$ cat src/tamu_pkg.sv
// ----------------------------------------------------------------------------
// tamu_pkg
// shared codes, command and status bundles and element type helpers
// ----------------------------------------------------------------------------
package tamu_pkg;

  // default store size in bytes
  localparam int DEF_STORE_BYTES = 4096;

  // config port
  localparam int CFG_IDX_W  = 2;
  localparam int CFG_DATA_W = 13;
  localparam logic [CFG_IDX_W-1:0] CFG_VIEW_OFFSET = 2'd0;
  localparam logic [CFG_IDX_W-1:0] CFG_VIEW_LENGTH = 2'd1;
  localparam logic [CFG_IDX_W-1:0] CFG_ELEM_TYPE   = 2'd2;

  // operation codes
  localparam logic [3:0] OP_LOAD  = 4'd0;
  localparam logic [3:0] OP_STORE = 4'd1;
  localparam logic [3:0] OP_ADD   = 4'd2;
  localparam logic [3:0] OP_AND   = 4'd3;
  localparam logic [3:0] OP_XCHG  = 4'd4;
  localparam logic [3:0] OP_OR    = 4'd5;
  localparam logic [3:0] OP_SUB   = 4'd6;
  localparam logic [3:0] OP_XOR   = 4'd7;
  localparam logic [3:0] OP_CAS   = 4'd8;

  // element types
  localparam logic [3:0] TY_I8   = 4'd0;
  localparam logic [3:0] TY_I16  = 4'd1;
  localparam logic [3:0] TY_I32  = 4'd2;
  localparam logic [3:0] TY_U8   = 4'd3;
  localparam logic [3:0] TY_U16  = 4'd4;
  localparam logic [3:0] TY_U32  = 4'd5;
  localparam logic [3:0] TY_U8C  = 4'd6;
  localparam logic [3:0] TY_I64  = 4'd7;
  localparam logic [3:0] TY_U64  = 4'd8;

  // response status
  localparam logic [1:0] ST_OK    = 2'd0;
  localparam logic [1:0] ST_RANGE = 2'd1;
  localparam logic [1:0] ST_TYPE  = 2'd2;

  // controller to datapath commands
  typedef struct packed {
    logic clear;
    logic capture;
    logic check;
    logic read;
    logic commit;
  } tamu_cmd_t;

  // datapath to controller status
  typedef struct packed {
    logic clear_last;
    logic out_free;
  } tamu_sts_t;

  // usable element type (clamped and unknown types are not)
  function automatic logic type_ok(input logic [3:0] et);
    logic ok;
    case (et)
      TY_I8, TY_I16, TY_I32, TY_U8, TY_U16, TY_U32, TY_I64, TY_U64: ok = 1'b1;
      default: ok = 1'b0;
    endcase
    return ok;
  endfunction

  // log2 of element size in bytes
  function automatic logic [1:0] type_lg(input logic [3:0] et);
    logic [1:0] lg;
    case (et)
      TY_I16, TY_U16: lg = 2'd1;
      TY_I32, TY_U32: lg = 2'd2;
      TY_I64, TY_U64: lg = 2'd3;
      default:        lg = 2'd0;
    endcase
    return lg;
  endfunction

  // signed element type
  function automatic logic type_sgn(input logic [3:0] et);
    logic s;
    case (et)
      TY_I8, TY_I16, TY_I32, TY_I64: s = 1'b1;
      default: s = 1'b0;
    endcase
    return s;
  endfunction

  // mask of the element width
  function automatic logic [63:0] width_mask(input logic [1:0] lg);
    logic [63:0] m;
    case (lg)
      2'd0:    m = 64'h0000_0000_0000_00FF;
      2'd1:    m = 64'h0000_0000_0000_FFFF;
      2'd2:    m = 64'h0000_0000_FFFF_FFFF;
      default: m = 64'hFFFF_FFFF_FFFF_FFFF;
    endcase
    return m;
  endfunction

  // sign or zero extension of a masked element
  function automatic logic [63:0] extend(input logic [63:0] v, input logic [1:0] lg,
                                         input logic sgn);
    logic [63:0] r;
    case (lg)
      2'd0:    r = {{56{sgn & v[7]}}, v[7:0]};
      2'd1:    r = {{48{sgn & v[15]}}, v[15:0]};
      2'd2:    r = {{32{sgn & v[31]}}, v[31:0]};
      default: r = v;
    endcase
    return r;
  endfunction

endpackage

$ cat src/tamu_ctrl.sv
// ----------------------------------------------------------------------------
// tamu_ctrl
// sequencer: clearing pass after reset, then check, read and commit per request
// ----------------------------------------------------------------------------
module tamu_ctrl (
  input  logic                clk,
  input  logic                rst,
  input  logic                in_valid,
  output logic                in_ready,
  output tamu_pkg::tamu_cmd_t cmd,
  input  tamu_pkg::tamu_sts_t sts
);

  localparam logic [2:0] S_CLEAR = 3'd0;
  localparam logic [2:0] S_IDLE  = 3'd1;
  localparam logic [2:0] S_CHECK = 3'd2;
  localparam logic [2:0] S_READ  = 3'd3;
  localparam logic [2:0] S_EXEC  = 3'd4;

  logic [2:0] state;
  logic [2:0] state_next;

  // state register
  always_ff @(posedge clk) begin
    if (rst) begin
      state <= S_CLEAR;
    end else begin
      state <= state_next;
    end
  end

  // next state and commands
  always_comb begin
    state_next = state;
    cmd        = '0;
    case (state)
      S_CLEAR: begin
        cmd.clear = 1'b1;
        if (sts.clear_last) begin
          state_next = S_IDLE;
        end
      end
      S_IDLE: begin
        cmd.capture = in_valid;
        if (in_valid) begin
          state_next = S_CHECK;
        end
      end
      S_CHECK: begin
        cmd.check  = 1'b1;
        state_next = S_READ;
      end
      S_READ: begin
        cmd.read   = 1'b1;
        state_next = S_EXEC;
      end
      S_EXEC: begin
        // hold until the result register can take the result
        if (sts.out_free) begin
          cmd.commit = 1'b1;
          state_next = S_IDLE;
        end
      end
      default: begin
        state_next = S_IDLE;
      end
    endcase
  end

  assign in_ready = (state == S_IDLE);

endmodule

$ cat config.mk
export PLATFORM = sky130hd
export DESIGN_NAME = tamu_ctrl
export DESIGN_NICKNAME = d
export VERILOG_FILES = /design/src/tamu_pkg.sv /design/src/tamu_ctrl.sv
export SDC_FILE = /design/constraint.sdc
export NUM_CORES = 1
export LEC_CHECK = 0
export ABC_AREA = 1
export BUFFER_PORTS_ARGS = -buffer_cell sky130_fd_sc_hd__buf_2
export CORE_AREA = 4 4 41 43
export CTS_CLUSTER_DIAMETER = 100
export CTS_CLUSTER_SIZE = 10
export DETAILED_ROUTE_END_ITERATION = 10
export DIE_AREA = 0 0 45 47
export GPL_TIMING_DRIVEN = 0
export PLACE_DENSITY = 0.34
export SLEW_MARGIN = 20
export SYNTH_ARGS = -nofsm -noshare
export SYNTH_HDL_FRONTEND = slang
export SYNTH_SLANG_ARGS = --single-unit
$ cat constraint.sdc
create_clock -name clk -period 1.1 [get_ports clk]
set_input_delay 0.055 -clock clk [delete_from_list [all_inputs] [get_ports clk]]
set_output_delay 0.055 -clock clk [all_outputs]
set_load 0.1 [all_outputs]
==> results of run 1 <==
## placed cells by master, fill, tap and decap left out
cell        n
inv_2       1
nand3_1     3
clkinvlp_4  3
buf_8       1
buf_4       3
nand2_1     1
a21oi_1     1
nand2_4     1
nand2_2     1
buf_12      4
nor4_4      1
nor2_1      3
nand3_2     2
buf_6       1
dfxtp_4     3
inv_4       1
nand3b_1    1
clkbuf_4    3
inv_1       6
nor2_4      2
nor3_2      1
clkbuf_1    1
buf_2       4
nor3_4      1
## repair_timing
action | CTS | global route
pin swaps | 3 | 2
buffers inserted | 2 | 1
setup endpoints to repair | 6 | 7
gates resized for setup | 25 | 3
## worst paths after layout
check	cells after the start	to
max reg2reg	7	state[0]$_SDFFE_PP0P_
min	2	state[1]$_SDFFE_PP0P_
min reg2reg	2	state[2]$_SDFFE_PP0P_
max	5	cmd[3]
## cell families (layout without fill, tap and decap cells)
family / after synthesis / in the layout / synth area share, %
AND/OR/NAND/NOR: 17 / 17 / 48.2
buffers and inverters: 11 / 28 / 20.1
flip-flops: 3 / 3 / 29.3
AO/OA/AOI/OAI: 1 / 1 / 2.44
## worst reg2reg max path, stage by stage, from the launching register on
cell	delay, ns
dfxtp_4	0.37
inv_4	0.04
nor2_4	0.13
buf_4	0.13
nand3_1	0.07
nand3_2	0.08
nor2_1	0.04
nor2_1	0.07
## through the flow
step                      instance area (µm²)  TNS, ns  power (W)  utilization [%]
after floorplan                           256   -0.598   0.000388                -
after global placement                    325   -0.445   0.000426             25.0
after detailed placement                  325   -0.489   0.000428             25.0
after CTS                                 454   -0.631   0.000708             34.9
after global routing                      470   -0.832   0.000765             36.2
final                                     470   -0.427   0.000712             36.2
## where the power goes
part           leakage, nW  internal [W]  switching, W  total [W]
clock network       0.0150      0.000136     0.0000519   0.000187
logic                0.156      0.000139      0.000244   0.000383
registers           0.0267      0.000119     0.0000222   0.000141
## routing by layer
| layer | track usage, % | vias to the layer above | part of all wire (%) |
|---|---|---|---|
| li1 | - | 132 | - |
| met1 | 7.50 | 117 | 42 |
| met2 | 11.0 | 8 | 50 |
| met3 | 3.83 | 0 | 7.2 |
| met4 | 1.75 | 0 | 0 |
| met5 | 0 | - | 0 |
## area by class of cell
type	count	area, µm²
flip-flops and latches	3	71.3
multi-input cells	18	150
repair buffers	13	149
well taps	15	18.8
clock buffers	4	26.3
inverters	11	55.1
fillers	146	831
==> results.json, run 1 <==
{
  "status": "finished, violations left",
  "violations": "setup timing",
  "start_util_pct": 15.8,
  "fin_cells": 64,
  "cts_tree": "yes",
  "p_leak_nw": 0.197,
  "timing.hold.ws_ns": 0.0131,
  "synthTopCellsByArea": "dfxtp_1 (29%), inv_1 (18%), nand3_1 (9.8%)",
  "worst_path_max_delay_cell": "dfxtp_4",
  "cp-end-kind": "output pin",
  "period_minus_slack_ns": 1.20,
  "final_max_slew_viol_count": 0,
  "insertion_delay_ns": 0.23,
  "cp_data_required_time_ns": 1.04,
  "cts_buffers": 3,
  "startpoint": "state[0]$_SDFFE_PP0P_",
  "hold_start": "rst",
  "totalWireLength_um": 559,
  "synthToLayoutAreaGrowth_pct": 129,
  "root_buffer": "clkbuf_4",
  "timing.fmax_mhz": 836,
  "synth_nets": 37,
  "synth_flop_cell": "dfxtp_1",
  "dp_hpwl_um": 468,
  "ys_top_cells_by_count": "inv_1 (10), nand3_1 (4), nor2_1 (4)",
  "hold_path_class": "in -> reg",
  "num-nets-final": 55,
  "r2r-start": "state[0]$_SDFFE_PP0P_",
  "top_register": "state",
  "max_slew_margin_pct": 86.4,
  "async_flop_share_pct": 0,
  "coreArea_um2": 1300,
  "via_per_inst": 4.02,
  "die_h_um": 47,
  "die_x_um": 45,
  "ant_nets": 0,
  "yosysTopAreaCellShare_pct": 29.3,
  "power_density_nw_per_um2": 1510,
  "antenna_found_initial": 0,
  "drc": 0,
  "ys_seq_area_share_pct": 29.3,
  "worst_slack_ns": -0.0966,
  "cpMostUsedCell": "nor2_4",
  "route.vias.total": 257,
  "drive_gt1_share_pct": 67.3,
  "tightestPinTransition_ns": 0.203,
  "worstSetupPathType": "reg -> out",
  "cts_hold_buf": 0,
  "port_buffers": 10,
  "grt_pass1_wl_mm": 1.04,
  "grt_max_degree": 7,
  "cts-htree-levels": 1,
  "grt_pass1_vias": 249,
  "setup_viol": 6,
  "rsz0062_at_grt": "yes",
  "clk_pin_slew_ns": 0.04,
  "rows": 13,
  "ys_warn_count": 0,
  "antenna_cells": 0,
  "ys_seq_elements": 3,
  "gp_congestion": 0.705,
  "critPathBufInv": 2,
  "arrival_ns": 1.14,
  "cts_max_path_buffers": 2,
  "cap_violations": 0,
  "synth_cells": 32,
  "synth_edf_count": 0,
  "synth_cell_type_count": 14,
  "path_cells": "inv_4 -> nor2_4 -> nand2_4 -> nor2_4 -> buf_12",
  "critPathLaunchType": "flip-flop",
  "slowest_delay_ns": 0.37,
  "fin_crit_sh_pct": 109,
  "wl_per_cell_um": 8.73,
  "yosysTopAreaCell": "dfxtp_1",
  "finClkSkew_ns": 0.000876,
  "grt_overflow_total": 0,
  "cp_max_fo": 4,
  "largest_reg_flops": 3,
  "clock_sinks": 3,
  "synthMostInstantiatedCell": "inv_1",
  "path_delay_family": "flip-flops",
  "largestRegisters": "state (3)",
  "drtPass1Iterations": 2,
  "track_usage_pct": 6.71,
  "drt_iter0_drc": 4,
  "report.final.hold_viol_count": 0,
  "placed_cells": 57,
  "place_ws_ns": -0.138,
  "vdd_drop_max_mv": 0.782,
  "die_area_um2": 2120,
  "netlist_area_um2": 205,
  "ioPinCount": 11,
  "r2r_slack_ns": 0.09,
  "syn_area_per_cell_um2": 6.41
}
No activity file was read; power rests on OpenSTA's default activity.
==> run 2: changes to the inputs <==
SETUP_SLACK_MARGIN = 0.3   (was unset)
==> run 2 against run 1 <==
Against the previous run: sequential cell count stayed put; critical path depth unchanged; the run still ends with setup timing left; global-route usage increased by 0.94 points; design area rose by 10%; core utilization up 3.7 points; register-to-register slack lost 0.15 ns.
==> results.json, run 2 (synthesis results as in run 1) <==
{
  "status": "finished, violations left",
  "violations": "setup timing",
  "via_per_inst": 3.99,
  "cts_tree": "yes",
  "tightestPinTransition_ns": 0.204,
  "arrival_ns": 1.17,
  "antenna_cells": 0,
  "largestRegisters": "state (3)",
  "clk_pin_slew_ns": 0.04,
  "worstSetupPathType": "reg -> out",
  "hold_path_class": "in -> reg",
  "root_buffer": "clkbuf_4",
  "worst_slack_ns": -0.122,
  "cts_hold_buf": 0,
  "drive_gt1_share_pct": 75.0,
  "cts_buffers": 3,
  "p_leak_nw": 0.217,
  "fin_crit_sh_pct": 111,
  "final_max_slew_viol_count": 0,
  "top_register": "state",
  "dp_hpwl_um": 491,
  "coreArea_um2": 1300,
  "cap_violations": 0,
  "die_h_um": 47,
  "cp-end-kind": "output pin",
  "multiInputGateArea_um2": 164,
  "vdd_drop_max_mv": 0.505,
  "max_slew_margin_pct": 86.3,
  "cts-htree-levels": 1,
  "layout_commonest_cell": "inv_1",
  "ant_nets": 0,
  "power_density_nw_per_um2": 1470,
  "slowest_delay_ns": 0.37,
  "regArea_um2": 71.3,
  "ioPinCount": 11,
  "cp_data_required_time_ns": 1.04,
  "path_cells": "inv_4 -> nor2_4 -> nand2_4 -> nor2_4 -> buf_12",
  "rows": 13,
  "antenna_found_initial": 0,
  "cts_max_path_buffers": 2,
  "placed_cells": 57,
  "critPathBufInv": 2,
  "path_delay_family": "flip-flops",
  "drtPass1Iterations": 1,
  "grt_pass1_vias": 279,
  "grt_overflow_total": 0,
  "grt_max_degree": 7,
  "cp_max_fo": 4,
  "nFillCells": 138,
  "grt_pass1_wl_mm": 1.13,
  "start_util_pct": 15.8,
  "port_buffers": 10,
  "gp_congestion": 0.721,
  "num-nets-final": 58,
  "power.total_w": 0.000763,
  "track_usage_pct": 7.66,
  "route.vias.total": 267,
  "clock_sinks": 3,
  "critPathLaunchType": "flip-flop",
  "worst_path_max_delay_cell": "dfxtp_4",
  "fin_setup_tns_ns": -0.606,
  "insertion_delay_ns": 0.23,
  "die_x_um": 45,
  "drc": 0,
  "largest_reg_flops": 3,
  "synthToLayoutAreaGrowth_pct": 152,
  "report.final.hold_viol_count": 0,
  "cpMostUsedCell": "nor2_4",
  "final_cell_mix": "inv_1 (6), nand3_2 (4), buf_2 (4), buf_12 (4), buf_6 (4)",
  "rsz0062_at_grt": "yes",
  "drt_iter0_drc": 0,
  "die_area_um2": 2120,
  "period_minus_slack_ns": 1.22,
  "setup_viol": 8,
  "finClkSkew_ns": 0.00171,
  "wl_per_cell_um": 10.1,
  "timing.fmax_mhz": 818,
  "totalWireLength_um": 676,
  "fin_cells": 67
}
-- run 2: layout make-up --
class / count / area share, %
Clock buffer: 4 / 5.07
Tap cell: 15 / 3.62
Sequential cell: 3 / 13.8
Inverter: 11 / 10.6
Timing Repair Buffer: 16 / 35.3
Multi-Input combinational cell: 18 / 31.6
-- run 2: timing repair --
item,4_1_cts,5_1_grt
resized for setup,29,4
endpoints found under the hold margin,0,0
setup buffers,4,2
pin swaps,3,2
endpoints found under the setup margin,9,9
-- run 2: final timing paths --
check | start | endpoint | slack (ns) | depth (start not counted)
worst min-delay path | rst | state[2]$_SDFFE_PP0P_ | 0.02 | 2
worst max register to register | state[0]$_SDFFE_PP0P_ | state[0]$_SDFFE_PP0P_ | -0.06 | 9
worst min register to register | state[2]$_SDFFE_PP0P_ | state[2]$_SDFFE_PP0P_ | 0.58 | 2
worst max-delay path | state[0]$_SDFFE_PP0P_ | cmd[3] | -0.12 | 5
-- run 2: per-stage QoR --
step	setup WS [ns]	hold WS (ns)	area, µm²	utilization (%)
2_1_floorplan	-0.409	0.114	259	-
3_3_place_gp	-0.129	0.244	328	25.2
3_5_place_dp	-0.146	0.247	328	25.2
4_1_cts	-0.141	0.00369	487	37.4
5_1_grt	-0.183	0.00752	518	39.8
6_report	-0.122	0.0222	518	39.8
-- run 2: routing by layer --
layer	vias up	track usage [%]	share of wire, %
li1	135	-	-
met1	122	7.71	38
met2	8	12.1	53
met3	2	3.45	5.0
met4	0	6.43	4.0
met5	-	0	0
-- run 2: power breakdown --
part / switching, W / internal (W)
Combinational: 0.000259 / 0.000168
Clock: 0.0000576 / 0.000136
Sequential: 0.0000229 / 0.000119
